### config.mk
export PLATFORM = sky130hd
export DESIGN_NAME = hwmon_sensor_unit_converter
export DESIGN_NICKNAME = d
export VERILOG_FILES = /design/src/rtl/core/hsuc_pkg.sv /design/src/rtl/core/hsuc_div_cell.sv /design/src/rtl/core/hwmon_sensor_unit_converter.sv
export SDC_FILE = /design/constraint.sdc
export NUM_CORES = 2
export LEC_CHECK = 0
export ABC_AREA = 0
export BUFFER_PORTS_ARGS = -buffer_cell sky130_fd_sc_hd__buf_2
export CORE_MARGIN = 2
export CORE_UTILIZATION = 30
export CTS_CLUSTER_SIZE = 40
export DETAILED_ROUTE_END_ITERATION = 7
export GPL_TIMING_DRIVEN = 1
export PLACE_DENSITY_LB_ADDON = 0.08
export SLEW_MARGIN = 10
export SYNTH_ARGS = -nofsm -noshare
export SYNTH_HDL_FRONTEND = slang
export SYNTH_HIERARCHICAL = 1
export SYNTH_SLANG_ARGS = --single-unit
### constraint.sdc
create_clock -name aclk -period 13.5 [get_ports aclk]
set_input_delay 0.675 -clock aclk [delete_from_list [all_inputs] [get_ports aclk]]
set_output_delay 0.675 -clock aclk [all_outputs]
set_load 0.02 [all_outputs]
### src/rtl/core/hsuc_pkg.sv
// types and constants shared by the unit converter modules
// no dependencies

package hsuc_pkg;

    // conversion selector codes
    localparam logic [3:0] CMD_IN_FROM      = 4'd0;
    localparam logic [3:0] CMD_IN_TO        = 4'd1;
    localparam logic [3:0] CMD_IN5_FROM     = 4'd2;
    localparam logic [3:0] CMD_IN5_TO       = 4'd3;
    localparam logic [3:0] CMD_DIODE8_FROM  = 4'd4;
    localparam logic [3:0] CMD_DIODE10_FROM = 4'd5;
    localparam logic [3:0] CMD_DIODE_TO     = 4'd6;
    localparam logic [3:0] CMD_THERM_FROM   = 4'd7;
    localparam logic [3:0] CMD_THERM_TO     = 4'd8;
    localparam logic [3:0] CMD_FAN_FROM     = 4'd9;
    localparam logic [3:0] CMD_FAN_TO       = 4'd10;

    // divider geometry: quotient bits (one cell each), divisor and remainder bits
    localparam int QW = 21;
    localparam int DW = 24;
    localparam int NW = QW + DW;

    // conversion constants
    localparam logic signed [23:0] FAN_NUM   = 24'sd1310720;
    localparam logic [19:0]        RPM_MAX   = 20'd1000000;

    // what happens to the quotient after the divider
    typedef enum logic [2:0] {
        POST_PLAIN,
        POST_ADD3_CLAMP,
        POST_CLAMP,
        POST_SUB253_CLAMP,
        POST_FAN_CLAMP,
        POST_ZERO,
        POST_BAD
    } post_t;

    // word moving down the divider chain
    typedef struct packed {
        logic          valid;
        logic [DW-1:0] rem;
        logic [QW-1:0] num;
        logic [QW-1:0] quo;
        logic [DW-1:0] den;
        logic          neg;
        post_t         post;
    } div_stage_t;

endpackage

### src/rtl/core/hsuc_div_cell.sv
// one restoring division cell: produces one quotient bit per word
// depends on hsuc_pkg

module hsuc_div_cell
    import hsuc_pkg::*;
(
    input  logic       aclk,
    input  logic       aresetn,
    input  logic       en,
    input  div_stage_t stage_in,
    output div_stage_t stage_out
);

    div_stage_t    stage_reg;
    div_stage_t    stage_next;
    logic [DW:0]   trial;
    logic          ge;

    // shift in the next numerator bit and try to subtract the divisor
    always_comb begin
        trial = {stage_in.rem, stage_in.num[QW-1]};
        ge = trial >= {1'b0, stage_in.den};
        stage_next = stage_in;
        stage_next.rem = ge ? DW'(trial - {1'b0, stage_in.den}) : trial[DW-1:0];
        stage_next.num = {stage_in.num[QW-2:0], 1'b0};
        stage_next.quo = {stage_in.quo[QW-2:0], ge};
    end

    always_ff @(posedge aclk) begin
        if (!aresetn) begin
            stage_reg.valid <= 1'b0;
        end else if (en) begin
            stage_reg <= stage_next;
        end
    end

    assign stage_out = stage_reg;

endmodule

### src/rtl/core/hwmon_sensor_unit_converter.sv
// top level of the hardware-monitor unit converter
// depends on hsuc_pkg and hsuc_div_cell

// Takes one word per clock while not stalled and returns one result word per input
// word, in order. The path runs through the operand select register, one
// multiply-add register, a chain of 21 division cells (one quotient bit per
// cell) and the output register. The pipeline moves as a whole while the output
// register is empty or being taken; a one-word skid register on the input keeps
// s_tready registered, so one more word is taken while a result waits.

module hwmon_sensor_unit_converter
    import hsuc_pkg::*;
(
    input  logic        aclk,
    input  logic        aresetn,
    input  logic        s_tvalid,
    output logic        s_tready,
    input  logic [39:0] s_tdata,   // raw_code[9:0], physical_value[30:10], fan_div_code[32:31]
    input  logic [3:0]  s_tuser,   // cmd[3:0]
    output logic        m_tvalid,
    input  logic        m_tready,
    output logic [23:0] m_tdata,   // value[21:0]
    output logic [0:0]  m_tuser    // bad_cmd[0]
);

    typedef struct packed {
        logic               valid;
        logic signed [23:0] a;
        logic signed [16:0] k;
        logic signed [15:0] off;
        logic [DW-1:0]      den;
        post_t              post;
    } front_t;

    typedef struct packed {
        logic               valid;
        logic signed [NW-1:0] n;
        logic [DW-1:0]      den;
        post_t              post;
    } prod_t;

    logic        en;
    logic        skid_valid_reg, skid_valid_next;
    logic [32:0] skid_data_reg;
    logic [3:0]  skid_user_reg;
    logic        in_valid;
    logic [32:0] in_data;
    logic [3:0]  in_user;

    front_t      front_reg, front_next;
    prod_t       prod_reg, prod_next;
    logic signed [40:0] prod;
    logic [NW-1:0] mag;

    div_stage_t  chain [QW+1];

    logic        out_valid_reg;
    logic [21:0] out_value_reg, out_value_next;
    logic        out_bad_reg, out_bad_next;

    // whole pipeline advances when the output register can take a word
    assign en = !out_valid_reg || m_tready;
    assign s_tready = !skid_valid_reg;

    // skid register holds a word taken while the pipeline is stalled
    always_comb begin
        skid_valid_next = skid_valid_reg;
        if (en) begin
            skid_valid_next = 1'b0;
        end else if (s_tvalid && s_tready) begin
            skid_valid_next = 1'b1;
        end
    end

    always_ff @(posedge aclk) begin
        if (!aresetn) begin
            skid_valid_reg <= 1'b0;
        end else begin
            skid_valid_reg <= skid_valid_next;
        end
    end

    always_ff @(posedge aclk) begin
        if (!en && s_tvalid && s_tready) begin
            skid_data_reg <= s_tdata[32:0];
            skid_user_reg <= s_tuser;
        end
    end

    assign in_valid = skid_valid_reg || (s_tvalid && s_tready);
    assign in_data  = skid_valid_reg ? skid_data_reg : s_tdata[32:0];
    assign in_user  = skid_valid_reg ? skid_user_reg : s_tuser;

    // operand select: every conversion becomes (a * k + off) / den
    always_comb begin
        logic [9:0]         r;
        logic signed [20:0] v;
        logic [1:0]         dc;
        logic signed [23:0] rs;
        logic signed [23:0] vs;
        logic [19:0]        t;
        logic [22:0]        td;
        r  = in_data[9:0];
        v  = in_data[30:10];
        dc = in_data[32:31];
        rs = {14'b0, r};
        vs = {{3{v[20]}}, v};
        if (v < 21'sd1) begin
            t = 20'd1;
        end else if ({1'b0, v[19:0]} > {1'b0, RPM_MAX}) begin
            t = RPM_MAX;
        end else begin
            t = v[19:0];
        end
        td = {3'b0, t} << dc;

        front_next.valid = in_valid;
        front_next.a     = 24'sd0;
        front_next.k     = 17'sd0;
        front_next.off   = 16'sd0;
        front_next.den   = DW'(1);
        front_next.post  = POST_PLAIN;
        case (in_user)
            CMD_IN_FROM: begin
                front_next.a = rs - 24'sd3;
                front_next.k = 17'sd1000;
                front_next.off = 16'sd479;
                front_next.den = DW'(958);
            end
            CMD_IN_TO: begin
                front_next.a = vs;
                front_next.k = 17'sd958;
                front_next.off = 16'sd500;
                front_next.den = DW'(1000);
                front_next.post = POST_ADD3_CLAMP;
            end
            CMD_IN5_FROM: begin
                front_next.a = rs - 24'sd3;
                front_next.k = 17'sd54000;
                front_next.off = 16'sd16286;
                front_next.den = DW'(32572);
            end
            CMD_IN5_TO: begin
                front_next.a = vs;
                front_next.k = 17'sd32572;
                front_next.off = 16'sd27000;
                front_next.den = DW'(54000);
                front_next.post = POST_ADD3_CLAMP;
            end
            CMD_DIODE8_FROM: begin
                front_next.a = rs;
                front_next.k = 17'sd10;
            end
            CMD_DIODE10_FROM: begin
                front_next.a = rs;
                front_next.k = 17'sd10;
                front_next.den = DW'(4);
            end
            CMD_DIODE_TO: begin
                front_next.a = vs;
                front_next.k = 17'sd1;
                front_next.off = v[20] ? -16'sd5 : 16'sd5;
                front_next.den = DW'(10);
                front_next.post = POST_CLAMP;
            end
            CMD_THERM_FROM: begin
                front_next.a = 24'sd1012 - rs;
                front_next.k = 17'sd55;
                front_next.off = 16'sd105;
                front_next.den = DW'(210);
            end
            CMD_THERM_TO: begin
                front_next.a = vs;
                front_next.k = 17'sd210;
                front_next.off = 16'sd110;
                front_next.den = DW'(220);
                front_next.post = POST_SUB253_CLAMP;
            end
            CMD_FAN_FROM: begin
                front_next.a = FAN_NUM;
                front_next.k = 17'sd1;
                front_next.den = {14'b0, r} << dc;
                if (r == 10'd0 || r == 10'd255) begin
                    front_next.post = POST_ZERO;
                    front_next.den = DW'(1);
                end
            end
            CMD_FAN_TO: begin
                front_next.a = FAN_NUM + {2'b0, td[22:1]};
                front_next.k = 17'sd1;
                front_next.den = {1'b0, td};
                front_next.post = (v == 21'sd0) ? POST_ZERO : POST_FAN_CLAMP;
            end
            default: begin
                front_next.post = POST_BAD;
            end
        endcase
    end

    always_ff @(posedge aclk) begin
        if (!aresetn) begin
            front_reg.valid <= 1'b0;
        end else if (en) begin
            front_reg <= front_next;
        end
    end

    // multiply-add stage
    assign prod = front_reg.a * front_reg.k;

    always_comb begin
        prod_next.valid = front_reg.valid;
        prod_next.n     = {{(NW-41){prod[40]}}, prod}
                        + {{(NW-16){front_reg.off[15]}}, front_reg.off};
        prod_next.den   = front_reg.den;
        prod_next.post  = front_reg.post;
    end

    always_ff @(posedge aclk) begin
        if (!aresetn) begin
            prod_reg.valid <= 1'b0;
        end else if (en) begin
            prod_reg <= prod_next;
        end
    end

    // magnitude split into the first partial remainder and the numerator bits
    assign mag = prod_reg.n[NW-1] ? (~prod_reg.n + NW'(1)) : prod_reg.n;

    always_comb begin
        chain[0].valid = prod_reg.valid;
        chain[0].rem   = mag[NW-1:QW];
        chain[0].num   = mag[QW-1:0];
        chain[0].quo   = '0;
        chain[0].den   = prod_reg.den;
        chain[0].neg   = prod_reg.n[NW-1];
        chain[0].post  = prod_reg.post;
    end

    // division chain, one quotient bit per cell
    for (genvar i = 0; i < QW; i++) begin : g_cell
        hsuc_div_cell u_cell (
            .aclk      (aclk),
            .aresetn   (aresetn),
            .en        (en),
            .stage_in  (chain[i]),
            .stage_out (chain[i+1])
        );
    end

    // clamp to a register code range
    function automatic logic [21:0] clamp_code(input logic signed [23:0] x,
                                               input logic signed [23:0] lo);
        logic [21:0] res;
        if (x < lo) begin
            res = 22'(lo);
        end else if (x > 24'sd255) begin
            res = 22'd255;
        end else begin
            res = x[21:0];
        end
        return res;
    endfunction

    // sign, offset and clamp of the quotient
    always_comb begin
        logic signed [23:0] qs;
        qs = chain[QW].neg ? -$signed({3'b0, chain[QW].quo})
                           : $signed({3'b0, chain[QW].quo});
        out_bad_next = 1'b0;
        case (chain[QW].post)
            POST_PLAIN:        out_value_next = qs[21:0];
            POST_ADD3_CLAMP:   out_value_next = clamp_code(qs + 24'sd3, 24'sd0);
            POST_CLAMP:        out_value_next = clamp_code(qs, 24'sd0);
            POST_SUB253_CLAMP: out_value_next = clamp_code(24'sd253 - qs, 24'sd0);
            POST_FAN_CLAMP:    out_value_next = clamp_code(qs, 24'sd1);
            POST_ZERO:         out_value_next = 22'd0;
            POST_BAD: begin
                out_value_next = 22'd0;
                out_bad_next = 1'b1;
            end
            default:           out_value_next = 22'd0;
        endcase
    end

    // output register
    always_ff @(posedge aclk) begin
        if (!aresetn) begin
            out_valid_reg <= 1'b0;
        end else if (en) begin
            out_valid_reg <= chain[QW].valid;
        end
    end

    always_ff @(posedge aclk) begin
        if (en) begin
            out_value_reg <= out_value_next;
            out_bad_reg <= out_bad_next;
        end
    end

    assign m_tvalid = out_valid_reg;
    assign m_tdata  = {2'b0, out_value_reg};
    assign m_tuser  = out_bad_reg;

endmodule

### Yosys cells after proc, flatten, opt, wreduce, memory -nomap -nowiden

Index checks and enable logic that the tools add are counted.

| operators by class | value |
|---|---|
| $add $sub $neg | 28 |
| multiply operators | 1 |
| order comparisons | 30 |
| equal/unequal tests | 16 |
| shift-type cells | 2 |
| mux-type cells | 42 |
| bitwise logic cells | 2 |
| reductions and logical operators | 18 |

Operators with widths:

| operator | count |
|---|---|
| $ge 25x24->1 | 21 |
| $mux 24 | 21 |
| $sub 24x24->24 | 20 |
| $pmux 41 s10 | 1 |
| $pmux 24 s10 | 1 |
| $mux 22 | 7 |
| $pmux 16 s7 | 1 |
| $pmux 22 s5 | 1 |
| $gt 24x9->1 const B | 3 |
| $lt 24x1->1 const B | 3 |
| $add 45x2->45 const B | 1 |
| $mux 45 | 1 |
| $not 45->45 | 1 |
| $add 41x16->42 | 1 |
| $mul 24x17->41 | 1 |
| $mux 20 | 2 |
| $mux 33 | 1 |
| $mux 27 | 1 |
| $add 24x3->24 const B | 1 |
| $lt 24x2->1 const B | 1 |
| $neg 21->24 | 1 |
| $shl 10x2->24 | 1 |
| $sub 9x24->24 const A | 1 |
| $add 21x22->23 const A | 1 |
| other kinds (28) | 45 |

| word-level totals | value |
|---|---|
| flip-flop bits (word level) | 1726 |
| output and inout bits | 27 |
| word-level logic and storage cells | 299 |

### Depth between registers and ports, before layout

| depth | value |
|---|---|
| word-level depth | 7 |
| gate-level depth with buffers | 26 |

### By module

Netlist, hierarchy kept.

Modules (own cells, without submodules):

| module | instances | cells each | area an instance (µm²) | seq. area each (µm²) |
|---|---|---|---|---|
| hsuc_div_cell (g_cell[0].u_cell ...) | 17 | 376 | 4580.6 | 2812.7 |
| hwmon_sensor_unit_converter | 1 | 2783 | 26894.5 | 6175.9 |
| hsuc_div_cell (g_cell[17].u_cell ...) | 3 | 374 | 4744.6 | 2812.7 |
| hsuc_div_cell (g_cell[1].u_cell) | 1 | 345 | 4523.1 | 2812.7 |

### Least setup slack after synthesis

No wires, ideal clock.

| timing | value |
|---|---|
| kind | register -> register |
| from | reg front_reg[69] (netlist bit) |
| to | reg prod_reg[68] (netlist bit) (data pin) |
| setup time | 260 ps |
| arrival | 6643 ps |
| data required time | 13240 ps |
| setup slack | 6597 ps |
| cell stages (with the launch flop) | 25 |
| path buffers | 2 |
| clock period less this slack | 6903 ps |
| cells stage by stage | edfxtp_1 clkbuf_1 buf_1 and2_1 fa_1 inv_1 fa_1 fa_1 inv_1 fa_1 fa_1 inv_1 fa_1 inv_1 ha_1 a21o_1 a21o_1 a2111oi_0 o31a_1 o22ai_1 o31ai_1 o21ai_0 a31o_2 a21oi_1 xnor2_1 |

RTL lines:

| element | line | RTL |
|---|---|---|
| start: declaration | hwmon_sensor_unit_converter.sv:50 | `front_t front_reg, front_next;` |
| start signal: assignment | hwmon_sensor_unit_converter.sv:204 | `front_reg <= front_next;` |
| end signal: assignment | hwmon_sensor_unit_converter.sv:223 | `prod_reg <= prod_next;` |
| end: declaration | hwmon_sensor_unit_converter.sv:51 | `prod_t prod_reg, prod_next;` |

==> summary.md <==
| Metric | Value |
|---|---|
| Outcome | finished clean |
| IO Pins | 75 |
| Final ANT Viol Nets | 0 |
| Largest net degree at the start of global routing | 74 |
| Yosys warnings | 6 |
| Synthesized instance count | 9,962 |
| Fmax | 0.124 GHz |
| First-pass GRT wire length | 491,000 um |
| CP max FO | 19 |
| Unrepaired setup endpoints after global routing | false |
| Final Setup Violations | 0 |
| Clk Latency, worst-skew pair | 920 ps |
| Htree depth | 4 |
| Multi-input gate area | 51,000 um^2 |
| Worst R2R Setup Slack | 5440 ps |
| Port Buf Inserts | 65 |
| Reg2reg start | front_reg[65] |
| Global Route met2 Usage | 0.311 |
| Dpl cells | 14,500 |
| Max reg flops | 1,506 |
| Core area | 359,000 um^2 |
| Crit end category | flop |
| Max VDD drop | 0.209 mV |
| Leak pwr | 47.5 nW |
| Nets | 11,100 |
| Vias in the first global route | 75,300 |
| Grt peak-use layer | met2 |
| Critical path origin | front_reg[65] |
| Routed Wire Length | 329,000 um |
| Pins Over Slew Limit | 0 |
| Max-Slew Margin vs Limit | 0.162 |
| Worst-path clk slew | 60 ps |
| Arr. time, crit path | 8670 ps |
| Max Cap Viol | 0 |
| FF-to-FF End | prod_reg[68] |
| Non-filler instance count after layout | 14,900 |
| Syn_area_per_cell | 10.9 um^2 |
| Post-DR wirelength/cell | 22.1 um |
| Drt first pass iters | 5 |
| CP Data Required Time | 14,110 ps |
| Met3 usage | 0.0194 |
| Setup TNS Final | 0 ps |
| Via count | 74,200 |
| Total global routing overflow | 0 |
| Hold Startpoint | s_tdata[31] |
| Sequential cell area | 51,200 um^2 |
| Die width | 605 um |
| Num CTS Buffers | 205 |
| Die area | 366,000 um^2 |
| Share of layout cells above drive strength 1 | 0.0748 |
| Cell Pwr Density | 252 nW/um^2 |
| Post-CTS resize count | 0 |
| Clk_skew | 91.1 ps |
| Clock buffer depth | 4 |
| Met1 GRT Util | 0.231 |
| WHS Endpoint | skid_data_reg[31] |
| Rows | 220 |
| CTS root buffer | clkbuf_16 |
| Vias per cell | 4.97 |
| CTS tree | yes |
| Layout Area Growth over Synthesis | 11.3% |
| Remaining DRCs | 0 |
| Starting density of the core | 0.301 |
| Clk sinks | 1,713 |
| Mapped Area | 108,000 um^2 |
| Reg2Reg Depth | 22 |
| Worst hold path type | in2reg |
| Detailed-placement wirelength estimate | 258,000 um |
| Final Hold Violating Endpoints | 0 |
| Placer congestion estimate | 0.868 |
| Fillers | 36,100 |
| Die height | 605 um |
| Starting DRT DRC Count | 5,022 |
| Gr usage total | 0.177 |
| Antenna violations before repair | 13 |
| Fin crit share | 0.597 |
| Slew @ Worst Pin | 1220 ps |
| Fin crit period | 8060 ps |
| Crit Path Class | reg2reg |
| Hold Path Stages | 1 |
| Crit start category | flop |
-- what timing repair did --
| action | in CTS | in global routing |
|---|---|---|
| buffers inserted | 0 | 0 |
| hold endpoints to repair | 36 | 0 |
| hold buffers | 36 | 0 |
-- cells in the final DEF (no fill, tap or decap), types with 33 or more instances in the layout --
cell           instances
or2_2                 44
o211ai_1              55
nor2_1               436
or3_1                 39
nor3b_1               44
a31o_2                36
o21ai_0              690
clkbuf_1              41
a21oi_1              585
dlygate4sd3_1         36
nor4_1                71
nand2_1             1018
and3_1                86
mux2_2                48
a21o_1               130
and2_1               271
fa_1                 399
ha_1                 631
mux2i_1               97
a211oi_1              33
a31oi_1               86
nor3_1               169
clkinv_1              34
xor2_1               223
edfxtp_1            1688
o41ai_1               74
nand3_1              211
o31ai_1              113
nor2b_1              130
xnor2_1              278
clkbuf_16            209
inv_1               1103
nand4_1              129
buf_2                 65
nand2b_1              44
o21a_1                46
buf_4                 80
o2111a_1              33
-- where the power goes --
| group | switching [W] | leakage, nW | internal, W |
|---|---|---|---|
| Combinational | 0.00980 | 27.5 | 0.00607 |
| Sequential | 0.000943 | 16.8 | 0.00797 |
| Clock | 0.00229 | 3.22 | 0.00331 |
-- how the worst max path moves through the flow --
| stage | to | slack, ps |
|---|---|---|
| after detailed placement | prod_reg[68] | 5390 |
| after global routing | prod_reg[68] | 4980 |
| final | prod_reg[68] | 5440 |
| after CTS | prod_reg[68] | 5370 |
| after floorplan | prod_reg[68] | 6600 |
| after global placement | prod_reg[68] | 5320 |
-- critical path, cell delays in order, from the launching register on --
cell	delay (ps)
edfxtp_1	1060
nand2_1	160
xor2_1	210
ha_1	190
a31o_2	210
fa_1	500
fa_1	450
fa_1	540
fa_1	580
inv_1	70
fa_1	530
inv_1	40
ha_1	370
a21o_1	210
a21o_1	180
a2111oi_0	620
o31a_1	240
o22ai_1	160
o31ai_1	660
o21ai_0	280
a31o_2	290
a21oi_1	160
xnor2_1	80
-- cell type report --
class | instances | area share
Antenna cell | 4 | 0.0000831
Clock buffer | 250 | 0.0447
Clock inverter | 120 | 0.0111
Inverter | 1124 | 0.0351
Multi-Input combinational cell | 6753 | 0.424
Sequential cell | 1713 | 0.425
Tap cell | 4773 | 0.0496
Timing Repair Buffer | 181 | 0.0107
-- layer usage --
layer / up-vias / share of wire
met1: 36700 / 0.44
met2: 1414 / 0.49
met3: 367 / 0.034
met4: 0 / 0.029
met5: - / 0
li1: 35700 / -
-- per-stage QoR --
stage | power (W) | util | hold WS, ps | area [um^2] | setup slack (ps)
after global placement | 0.0251 | 0.316 | 400 | 113000 | 5320
after detailed placement | 0.0250 | 0.316 | 405 | 113000 | 5390
final | 0.0304 | 0.335 | 137 | 120000 | 5440
after floorplan | 0.0203 | - | 400 | 108000 | 6600
after CTS | 0.0309 | 0.335 | 57.6 | 120000 | 5370
after global routing | 0.0329 | 0.335 | 92.8 | 120000 | 4980
Note: power is estimated with default switching activity, not from simulation.
